===== config.mk =====
export PLATFORM = sky130hd
export DESIGN_NAME = rgb_ratio_color_classifier
export DESIGN_NICKNAME = d
export VERILOG_FILES = /design/src/rtl/core/rgbc_pkg.sv /design/src/rtl/core/rgb_ratio_color_classifier.sv /design/src/rtl/core/rgbc_front.sv /design/src/rtl/core/rgbc_div.sv /design/src/rtl/core/rgbc_class.sv
export SDC_FILE = /design/constraint.sdc
export NUM_CORES = 2
export LEC_CHECK = 0
export BUFFER_PORTS_ARGS = -buffer_cell sky130_fd_sc_hd__buf_2
export CORE_MARGIN = 1.5
export CORE_UTILIZATION = 53
export CTS_CLUSTER_SIZE = 24
export DETAILED_ROUTE_END_ITERATION = 10
export PLACE_DENSITY = 0.77
export SLEW_MARGIN = 20
export SYNTH_ARGS = -nofsm -noshare
export SYNTH_HDL_FRONTEND = slang
export SYNTH_SLANG_ARGS = --single-unit

===== constraint.sdc =====
create_clock -name aclk -period 39.2 [get_ports aclk]
set_input_delay 5.88 -clock aclk [delete_from_list [all_inputs] [get_ports aclk]]
set_output_delay 5.88 -clock aclk [all_outputs]
set_load 0.01 [all_outputs]

===== src/rtl/core/rgbc_pkg.sv =====
`timescale 1ns / 1ps
`default_nettype none

package rgbc_pkg;

    // Field and datapath sizes
    localparam int COUNT_BITS_DEF = 16;
    localparam int FIELD_W        = 16;
    localparam int QUO_W          = 16;
    localparam int DIV_STAGES     = 4;
    localparam int BITS_PER_STG   = QUO_W / DIV_STAGES;
    localparam int RATIO_SCALE    = 100;
    localparam int SCALE_W        = 7;
    localparam int BOUND_W        = 8;

    // Colors
    localparam int NUM_COLORS  = 6;
    localparam int COLOR_W     = 3;
    localparam int CLIP_STRIDE = 48;

    localparam logic [COLOR_W-1:0] COLOR_BLUE   = 3'd0;
    localparam logic [COLOR_W-1:0] COLOR_PINK   = 3'd1;
    localparam logic [COLOR_W-1:0] COLOR_PURPLE = 3'd2;
    localparam logic [COLOR_W-1:0] COLOR_ORANGE = 3'd3;
    localparam logic [COLOR_W-1:0] COLOR_YELLOW = 3'd4;
    localparam logic [COLOR_W-1:0] COLOR_WHITE  = 3'd5;

    // Configuration registers
    localparam int CFG_IDX_W = 1;
    localparam logic [CFG_IDX_W-1:0] CFG_MIN_COUNT  = 1'b0;
    localparam logic [CFG_IDX_W-1:0] CFG_SOUND_BASE = 1'b1;

    localparam logic [FIELD_W-1:0] MIN_COUNT_RST  = 16'd80;
    localparam logic [FIELD_W-1:0] SOUND_BASE_RST = 16'd2064;

    // Ratio windows in hundredths, all bounds exclusive
    typedef struct packed {
        logic [BOUND_W-1:0] rb_lo;
        logic [BOUND_W-1:0] rb_hi;
        logic [BOUND_W-1:0] rg_lo;
        logic [BOUND_W-1:0] rg_hi;
    } window_t;

    localparam window_t WINDOWS [NUM_COLORS] = '{
        '{8'd76,  8'd80,  8'd83,  8'd88},   // blue
        '{8'd103, 8'd108, 8'd118, 8'd123},  // pink
        '{8'd86,  8'd89,  8'd100, 8'd103},  // purple
        '{8'd152, 8'd163, 8'd146, 8'd155},  // orange
        '{8'd120, 8'd126, 8'd89,  8'd96},   // yellow
        '{8'd89,  8'd93,  8'd95,  8'd98}    // white
    };

    // Divider result: saturated floor quotient plus nonzero-remainder flag
    typedef struct packed {
        logic [QUO_W-1:0] quo;
        logic             rem_nz;
    } ratio_t;

    // 100*num/den > lo  <=>  q > lo, or q == lo with a remainder
    function automatic logic above_lo(input ratio_t r, input logic [BOUND_W-1:0] lo);
        return (r.quo > QUO_W'(lo)) || ((r.quo == QUO_W'(lo)) && r.rem_nz);
    endfunction

    // 100*num/den < hi  <=>  q < hi
    function automatic logic below_hi(input ratio_t r, input logic [BOUND_W-1:0] hi);
        return r.quo < QUO_W'(hi);
    endfunction

endpackage

`default_nettype wire


===== src/rtl/core/rgb_ratio_color_classifier.sv =====
`timescale 1ns / 1ps
`default_nettype none

// Channel   Direction  Handshake            Payload
// s_        in         s_valid / s_ready    s_red_count, s_green_count, s_blue_count
// m_        out        m_valid / m_ready    m_detected, m_matched, m_color_index,
//                                           m_sound_address, m_ratio_rb, m_ratio_rg
// cfg_      in         cfg_valid / cfg_ready cfg_index, cfg_data
//
// One reading per cycle while the pipeline is not stalled; each reading passes the front
// stage, the two ratio dividers (four quotient bits per stage) and the output register.
// Reset clears all valid bits and loads min_count = 80, sound_base = 2064.
// A stall on m_ready holds the full stages; empty stages still fill, so s_ready
// drops only when every stage holds an item.
// cfg_ready is always high.

module rgb_ratio_color_classifier #(
    parameter int COUNT_BITS = rgbc_pkg::COUNT_BITS_DEF
) (
    input  wire logic                                aclk,
    input  wire logic                                aresetn,
    input  wire logic                                s_valid,
    output logic                                     s_ready,
    input  wire logic [rgbc_pkg::FIELD_W-1:0]        s_red_count,
    input  wire logic [rgbc_pkg::FIELD_W-1:0]        s_green_count,
    input  wire logic [rgbc_pkg::FIELD_W-1:0]        s_blue_count,
    output logic                                     m_valid,
    input  wire logic                                m_ready,
    output logic                                     m_detected,
    output logic                                     m_matched,
    output logic      [rgbc_pkg::COLOR_W-1:0]        m_color_index,
    output logic      [rgbc_pkg::FIELD_W-1:0]        m_sound_address,
    output logic      [rgbc_pkg::FIELD_W-1:0]        m_ratio_rb,
    output logic      [rgbc_pkg::FIELD_W-1:0]        m_ratio_rg,
    input  wire logic                                cfg_valid,
    output logic                                     cfg_ready,
    input  wire logic [rgbc_pkg::CFG_IDX_W-1:0]      cfg_index,
    input  wire logic [rgbc_pkg::FIELD_W-1:0]        cfg_data
);
    import rgbc_pkg::*;

    localparam int NUM_W = COUNT_BITS + SCALE_W;
    localparam int NSTG  = DIV_STAGES + 2;

    logic [NSTG-1:0]       vld_reg;
    logic [NSTG-1:0]       vld_next;
    logic [NSTG-1:0]       stage_en;

    logic [FIELD_W-1:0]    min_count_reg;
    logic [FIELD_W-1:0]    sound_base_reg;

    logic [NUM_W-1:0]      num;
    logic [COUNT_BITS-1:0] den_b;
    logic [COUNT_BITS-1:0] den_g;
    logic                  det_front;
    logic                  det_pipe_reg [DIV_STAGES];
    ratio_t                rb_res;
    ratio_t                rg_res;

    // Stage enables: a stage loads when empty or when its successor moves
    always_comb begin
        stage_en[NSTG-1] = !vld_reg[NSTG-1] || m_ready;
        for (int i = NSTG - 2; i >= 0; i--) begin
            stage_en[i] = !vld_reg[i] || stage_en[i+1];
        end
    end

    always_comb begin
        vld_next = vld_reg;
        if (stage_en[0]) begin
            vld_next[0] = s_valid;
        end
        for (int i = 1; i < NSTG; i++) begin
            if (stage_en[i]) begin
                vld_next[i] = vld_reg[i-1];
            end
        end
    end

    always_ff @(posedge aclk) begin
        if (!aresetn) begin
            vld_reg <= '0;
        end else begin
            vld_reg <= vld_next;
        end
    end

    assign s_ready = stage_en[0];
    assign m_valid = vld_reg[NSTG-1];

    // Configuration registers
    assign cfg_ready = 1'b1;

    always_ff @(posedge aclk) begin
        if (!aresetn) begin
            min_count_reg  <= MIN_COUNT_RST;
            sound_base_reg <= SOUND_BASE_RST;
        end else if (cfg_valid) begin
            case (cfg_index)
                CFG_MIN_COUNT:  min_count_reg  <= cfg_data;
                CFG_SOUND_BASE: sound_base_reg <= cfg_data;
                default: ;
            endcase
        end
    end

    // Stage 0: mask, detect, numerator
    rgbc_front #(
        .COUNT_BITS (COUNT_BITS)
    ) u_front (
        .aclk        (aclk),
        .en          (stage_en[0]),
        .red_count   (s_red_count),
        .green_count (s_green_count),
        .blue_count  (s_blue_count),
        .min_count   (min_count_reg),
        .num         (num),
        .den_b       (den_b),
        .den_g       (den_g),
        .detected    (det_front)
    );

    // Stages 1..DIV_STAGES: both ratios in parallel
    rgbc_div #(
        .COUNT_BITS (COUNT_BITS)
    ) u_div_rb (
        .aclk (aclk),
        .en   (stage_en[DIV_STAGES:1]),
        .num  (num),
        .den  (den_b),
        .res  (rb_res)
    );

    rgbc_div #(
        .COUNT_BITS (COUNT_BITS)
    ) u_div_rg (
        .aclk (aclk),
        .en   (stage_en[DIV_STAGES:1]),
        .num  (num),
        .den  (den_g),
        .res  (rg_res)
    );

    // Detect flag travels alongside the dividers
    always_ff @(posedge aclk) begin
        if (stage_en[1]) begin
            det_pipe_reg[0] <= det_front;
        end
        for (int s = 1; s < DIV_STAGES; s++) begin
            if (stage_en[s+1]) begin
                det_pipe_reg[s] <= det_pipe_reg[s-1];
            end
        end
    end

    // Last stage: window match and output register
    rgbc_class u_class (
        .aclk          (aclk),
        .en            (stage_en[NSTG-1]),
        .det           (det_pipe_reg[DIV_STAGES-1]),
        .rb            (rb_res),
        .rg            (rg_res),
        .sound_base    (sound_base_reg),
        .detected      (m_detected),
        .matched       (m_matched),
        .color_index   (m_color_index),
        .sound_address (m_sound_address),
        .ratio_rb      (m_ratio_rb),
        .ratio_rg      (m_ratio_rg)
    );

endmodule

`default_nettype wire


===== src/rtl/core/rgbc_front.sv =====
`timescale 1ns / 1ps
`default_nettype none

module rgbc_front #(
    parameter int COUNT_BITS = rgbc_pkg::COUNT_BITS_DEF
) (
    input  wire logic                                     aclk,
    input  wire logic                                     en,
    input  wire logic [rgbc_pkg::FIELD_W-1:0]             red_count,
    input  wire logic [rgbc_pkg::FIELD_W-1:0]             green_count,
    input  wire logic [rgbc_pkg::FIELD_W-1:0]             blue_count,
    input  wire logic [rgbc_pkg::FIELD_W-1:0]             min_count,
    output logic      [COUNT_BITS+rgbc_pkg::SCALE_W-1:0]  num,
    output logic      [COUNT_BITS-1:0]                    den_b,
    output logic      [COUNT_BITS-1:0]                    den_g,
    output logic                                          detected
);
    import rgbc_pkg::*;

    localparam int NUM_W = COUNT_BITS + SCALE_W;
    localparam int DW    = (COUNT_BITS > FIELD_W) ? COUNT_BITS : FIELD_W;

    logic [COUNT_BITS-1:0] r_c;
    logic [COUNT_BITS-1:0] g_c;
    logic [COUNT_BITS-1:0] b_c;
    logic                  det_next;
    logic [NUM_W-1:0]      num_next;

    logic [NUM_W-1:0]      num_reg;
    logic [COUNT_BITS-1:0] den_b_reg;
    logic [COUNT_BITS-1:0] den_g_reg;
    logic                  det_reg;

    // Keep the low COUNT_BITS of each count
    assign r_c = COUNT_BITS'(red_count);
    assign g_c = COUNT_BITS'(green_count);
    assign b_c = COUNT_BITS'(blue_count);

    // Detection: any channel at or above the threshold
    assign det_next = (DW'(r_c) >= DW'(min_count)) || (DW'(g_c) >= DW'(min_count))
                   || (DW'(b_c) >= DW'(min_count));

    // Shared numerator 100*red
    assign num_next = NUM_W'(r_c) * NUM_W'(RATIO_SCALE);

    always_ff @(posedge aclk) begin
        if (en) begin
            num_reg   <= num_next;
            den_b_reg <= b_c;
            den_g_reg <= g_c;
            det_reg   <= det_next;
        end
    end

    assign num      = num_reg;
    assign den_b    = den_b_reg;
    assign den_g    = den_g_reg;
    assign detected = det_reg;

endmodule

`default_nettype wire


===== src/rtl/core/rgbc_div.sv =====
`timescale 1ns / 1ps
`default_nettype none

module rgbc_div #(
    parameter int COUNT_BITS = rgbc_pkg::COUNT_BITS_DEF
) (
    input  wire logic                                     aclk,
    input  wire logic [rgbc_pkg::DIV_STAGES-1:0]          en,
    input  wire logic [COUNT_BITS+rgbc_pkg::SCALE_W-1:0]  num,
    input  wire logic [COUNT_BITS-1:0]                    den,
    output rgbc_pkg::ratio_t                              res
);
    import rgbc_pkg::*;

    localparam int NUM_W = COUNT_BITS + SCALE_W;
    localparam int REM_W = COUNT_BITS + QUO_W;

    logic [REM_W-1:0]      rem_reg [DIV_STAGES];
    logic [COUNT_BITS-1:0] den_reg [DIV_STAGES];
    logic [QUO_W-1:0]      quo_reg [DIV_STAGES];
    logic                  sat_reg [DIV_STAGES];

    // Restoring division, BITS_PER_STG quotient bits per stage
    for (genvar s = 0; s < DIV_STAGES; s++) begin : g_stg
        logic [REM_W-1:0]      rem_in;
        logic [COUNT_BITS-1:0] den_in;
        logic [QUO_W-1:0]      quo_in;
        logic                  sat_in;
        logic [REM_W-1:0]      rem_c;
        logic [QUO_W-1:0]      quo_c;
        logic [REM_W-1:0]      trial;

        if (s == 0) begin : g_first
            // Quotient overflows 16 bits (or den is zero): saturate
            assign rem_in = REM_W'(num);
            assign den_in = den;
            assign quo_in = '0;
            assign sat_in = REM_W'(num) >= (REM_W'(den) << QUO_W);
        end else begin : g_next
            assign rem_in = rem_reg[s-1];
            assign den_in = den_reg[s-1];
            assign quo_in = quo_reg[s-1];
            assign sat_in = sat_reg[s-1];
        end

        always_comb begin
            rem_c = rem_in;
            quo_c = quo_in;
            trial = '0;
            for (int b = 0; b < BITS_PER_STG; b++) begin
                trial = REM_W'(den_in) << (QUO_W - 1 - s * BITS_PER_STG - b);
                if (rem_c >= trial) begin
                    rem_c = rem_c - trial;
                    quo_c[QUO_W-1-s*BITS_PER_STG-b] = 1'b1;
                end
            end
        end

        always_ff @(posedge aclk) begin
            if (en[s]) begin
                rem_reg[s] <= rem_c;
                den_reg[s] <= den_in;
                quo_reg[s] <= quo_c;
                sat_reg[s] <= sat_in;
            end
        end
    end

    assign res.quo    = sat_reg[DIV_STAGES-1] ? '1 : quo_reg[DIV_STAGES-1];
    assign res.rem_nz = |rem_reg[DIV_STAGES-1];

endmodule

`default_nettype wire


===== src/rtl/core/rgbc_class.sv =====
`timescale 1ns / 1ps
`default_nettype none

module rgbc_class (
    input  wire logic                                aclk,
    input  wire logic                                en,
    input  wire logic                                det,
    input  wire rgbc_pkg::ratio_t                    rb,
    input  wire rgbc_pkg::ratio_t                    rg,
    input  wire logic [rgbc_pkg::FIELD_W-1:0]        sound_base,
    output logic                                     detected,
    output logic                                     matched,
    output logic      [rgbc_pkg::COLOR_W-1:0]        color_index,
    output logic      [rgbc_pkg::FIELD_W-1:0]        sound_address,
    output logic      [rgbc_pkg::FIELD_W-1:0]        ratio_rb,
    output logic      [rgbc_pkg::FIELD_W-1:0]        ratio_rg
);
    import rgbc_pkg::*;

    logic [NUM_COLORS-1:0] hit;
    logic                  match_c;
    logic [COLOR_W-1:0]    idx_c;
    logic [FIELD_W-1:0]    ofs_c;

    logic                  det_reg;
    logic                  match_reg;
    logic [COLOR_W-1:0]    idx_reg;
    logic [FIELD_W-1:0]    addr_reg;
    logic [FIELD_W-1:0]    rb_reg;
    logic [FIELD_W-1:0]    rg_reg;

    // Window tests, all in parallel
    always_comb begin
        for (int k = 0; k < NUM_COLORS; k++) begin
            hit[k] = above_lo(rb, WINDOWS[k].rb_lo) && below_hi(rb, WINDOWS[k].rb_hi)
                  && above_lo(rg, WINDOWS[k].rg_lo) && below_hi(rg, WINDOWS[k].rg_hi);
        end
    end

    // First window in list order wins
    always_comb begin
        match_c = 1'b0;
        idx_c   = '0;
        ofs_c   = '0;
        for (int k = NUM_COLORS - 1; k >= 0; k--) begin
            if (hit[k]) begin
                match_c = 1'b1;
                idx_c   = COLOR_W'(k);
                ofs_c   = FIELD_W'(CLIP_STRIDE * k);
            end
        end
    end

    // Output register; all zero when nothing detected
    always_ff @(posedge aclk) begin
        if (en) begin
            det_reg   <= det;
            match_reg <= det && match_c;
            idx_reg   <= (det && match_c) ? idx_c : '0;
            addr_reg  <= (det && match_c) ? sound_base + ofs_c : '0;
            rb_reg    <= det ? rb.quo : '0;
            rg_reg    <= det ? rg.quo : '0;
        end
    end

    assign detected      = det_reg;
    assign matched       = match_reg;
    assign color_index   = idx_reg;
    assign sound_address = addr_reg;
    assign ratio_rb      = rb_reg;
    assign ratio_rg      = rg_reg;

endmodule

`default_nettype wire


==> out/qor.txt <==
Status -> complete, no violations
Final min period -> 14880 ps
Global-route wire length before repair -> 248000 µm
Yosys warnings -> 0
Die Area -> 111000 µm²
Initial Util -> 53.3%
DRC -> 0
Die H -> 334 µm
Slew HR -> 30.3%
Clock Latency Late Sink -> 710 ps
Top-Level Pins -> 126
Post-CTS setup buffer count -> 0
Sequential area share after synthesis -> 28.3%
Dominant synthesized flop cell -> edfxtp_1
Critical path class -> register to register
Crit path DAT -> 15340 ps
Ant diodes -> 0
Yosys top cell by area -> edfxtp_1
Final #Nets -> 7677
Max reg flops -> 116
Clock Skew -> 42.7 ps
Grt met1 use -> 35.1%
Initial antenna violation count -> 6
Final antenna-violating net count -> 0
Synthesized area per cell -> 8.44 µm²
Count leader, synth -> nand2_1
Setup TNS -> 0 ps
CTS tree -> done
Hold-fix buffer count after cts -> 0
Count of cell types in the netlist -> 115
Post-CTS Resized -> 0
Syn Inst Count -> 6870
Top cell type's share of synthesized area -> 27.0%
Max cap viols -> 0
Crit path buf inv count -> 5
Vias in the first global route -> 48300
H-tree depth -> 2
Net Count, Synth -> 7595
Routability congestion estimate from global placement -> 0.971
CP required -> 39660 ps
Drt via density -> 6.11
Grt met3 use -> 2.85%
Post-synth top cells -> nand2_1 (698), ha_1 (613), nor2_1 (590), edfxtp_1 (521), a21oi_1 (511)
Clock Path Buffers -> 3
FMAX -> 67.2 MHz
Critical path endpoint category -> register
CP max-delay cell -> a2111oi_0
Final Slew Violations -> 0
RSZ-0062 raised after global routing -> false
Final worst-path cycle share -> 38.0%
Fill cells -> 9491
Area of the multi-input gates -> 39100 µm²
Wirelength, routed -> 157000 µm
Routed len/inst -> 18.7 µm
Register area -> 16400 µm²
Cell row count -> 121
CP Max Fanout -> 15
Cts bufs inserted -> 61
GRT Util Overall -> 27.1%
Crit-path most repeated cell -> o21ai_0
EDFF count, synth -> 521
Die width -> 334 µm
M2 GR Usage -> 46.1%
Largest net degree at the start of global routing -> 85
Core box area -> 109000 µm²
Hold Slack -> 421 ps
IO buf count -> 124
CTS Root Cell -> clkbuf_16
Most Crowded Layer GR -> met2
# setup viols final -> 0
Hold Vio Cnt, Final -> 0
Placed wire-length estimate -> 127000 µm
Yosys reg bits -> 559
Hold Crit Class -> register to register
Top post-synthesis cells by area -> edfxtp_1 (27%), ha_1 (13%), xnor2_1 (4.7%)
Clk slew on worst S/H paths -> 70 ps
Crit path max-delay family -> compound AO/OA/AOI/OAI gates
Starting DRT DRC Count -> 4272
Synthesis-to-finish area growth -> 7.39%
CP max stage delay -> 620 ps
Share of layout cells above drive strength 1 -> 7.49%
Startpoint Class -> register
Overflow after GRT -> 0
Vias post-DR -> 51500
DR pass1 iterations -> 6
CTS Sinks -> 559
Post-synth ARST share -> 0%
Synthesized cell area -> 58000 µm²
Slew at the pin closest to its max-slew limit -> 1040 ps
==> cell families after synthesis <==
group                    Yosys count  share of synthesized area (%)
XOR/XNOR                         466                           7.04
buffers and inverters            656                           4.43
AO/OA/AOI/OAI                   1988                           22.3
other                              1                        0.00647
AND/OR/NAND/NOR                 2395                           20.4
adder cells (fa/ha/maj)          655                           14.7
multiplexers                     150                           2.82
flip-flops                       559                           28.3
==> worst paths after layout <==
path	from	slack, ps	to	cells after the start
setup / recovery	u_front.den_b[1]$_DFFE_PP_	24320	u_div_rb.rem_reg[0][31]$_DFFE_PP_	64
hold / removal	u_div_rg.quo_reg[2][13]$_DFFE_PP_	420	u_div_rg.quo_reg[3][13]$_DFFE_PP_	0
setup reg to reg	u_front.den_b[1]$_DFFE_PP_	24320	u_div_rb.rem_reg[0][31]$_DFFE_PP_	64
hold reg to reg	u_div_rg.quo_reg[2][13]$_DFFE_PP_	420	u_div_rg.quo_reg[3][13]$_DFFE_PP_	0
==> through the flow <==
step | util [%] | instances | area (µm²) | setup slack (ps)
after global routing | 57.3 | 8419 | 62300 | 22880
after floorplan | - | 6870 | 58000 | 25500
after global placement | 55.3 | 8302 | 60100 | 24820
after detailed placement | 55.3 | 8302 | 60100 | 24410
final | 57.3 | 8419 | 62300 | 24320
after CTS | 57.3 | 8418 | 62300 | 24360
==> area by class of cell <==
type | count | share of cell area (%)
clock buffer | 69 | 2.55
multi-input combinational | 5655 | 62.8
sequential | 559 | 26.3
timing repair buffer | 172 | 1.57
clock inverter | 47 | 0.878
tap | 1414 | 2.84
inverter | 503 | 3.05
==> cells in the final DEF, fill, tap and decap left out, drive strengths merged, types with 54 or more instances in the layout <==
| cell type | instances |
|---|---|
| nand2 | 698 |
| ha | 613 |
| nor2 | 592 |
| edfxtp | 521 |
| a21oi | 514 |
| inv | 511 |
| o21ai | 477 |
| xnor2 | 310 |
| a21o | 195 |
| buf | 171 |
| xor2 | 156 |
| nand3 | 152 |
| a21boi | 147 |
| nor3 | 138 |
| nand4 | 115 |
| nor2b | 113 |
| mux2 | 109 |
| nand2b | 100 |
| o31ai | 99 |
| o21a | 98 |
| nor4 | 92 |
| and2 | 78 |
| clkbuf | 70 |
| a31oi | 67 |
| and3 | 64 |
| or3 | 54 |
==> layer usage <==
layer / share of wire [%] / vias up / wire (µm)
met5: 0.012 / - / 19
met1: 44 / 24100 / 69000
met4: 4.4 / 2 / 6920
li1: - / 25500 / -
met3: 5.6 / 317 / 8770
met2: 46 / 1550 / 72700
Power is not shown: default switching activity piles up to over one toggle a cycle in this logic, so the estimate is an artifact.
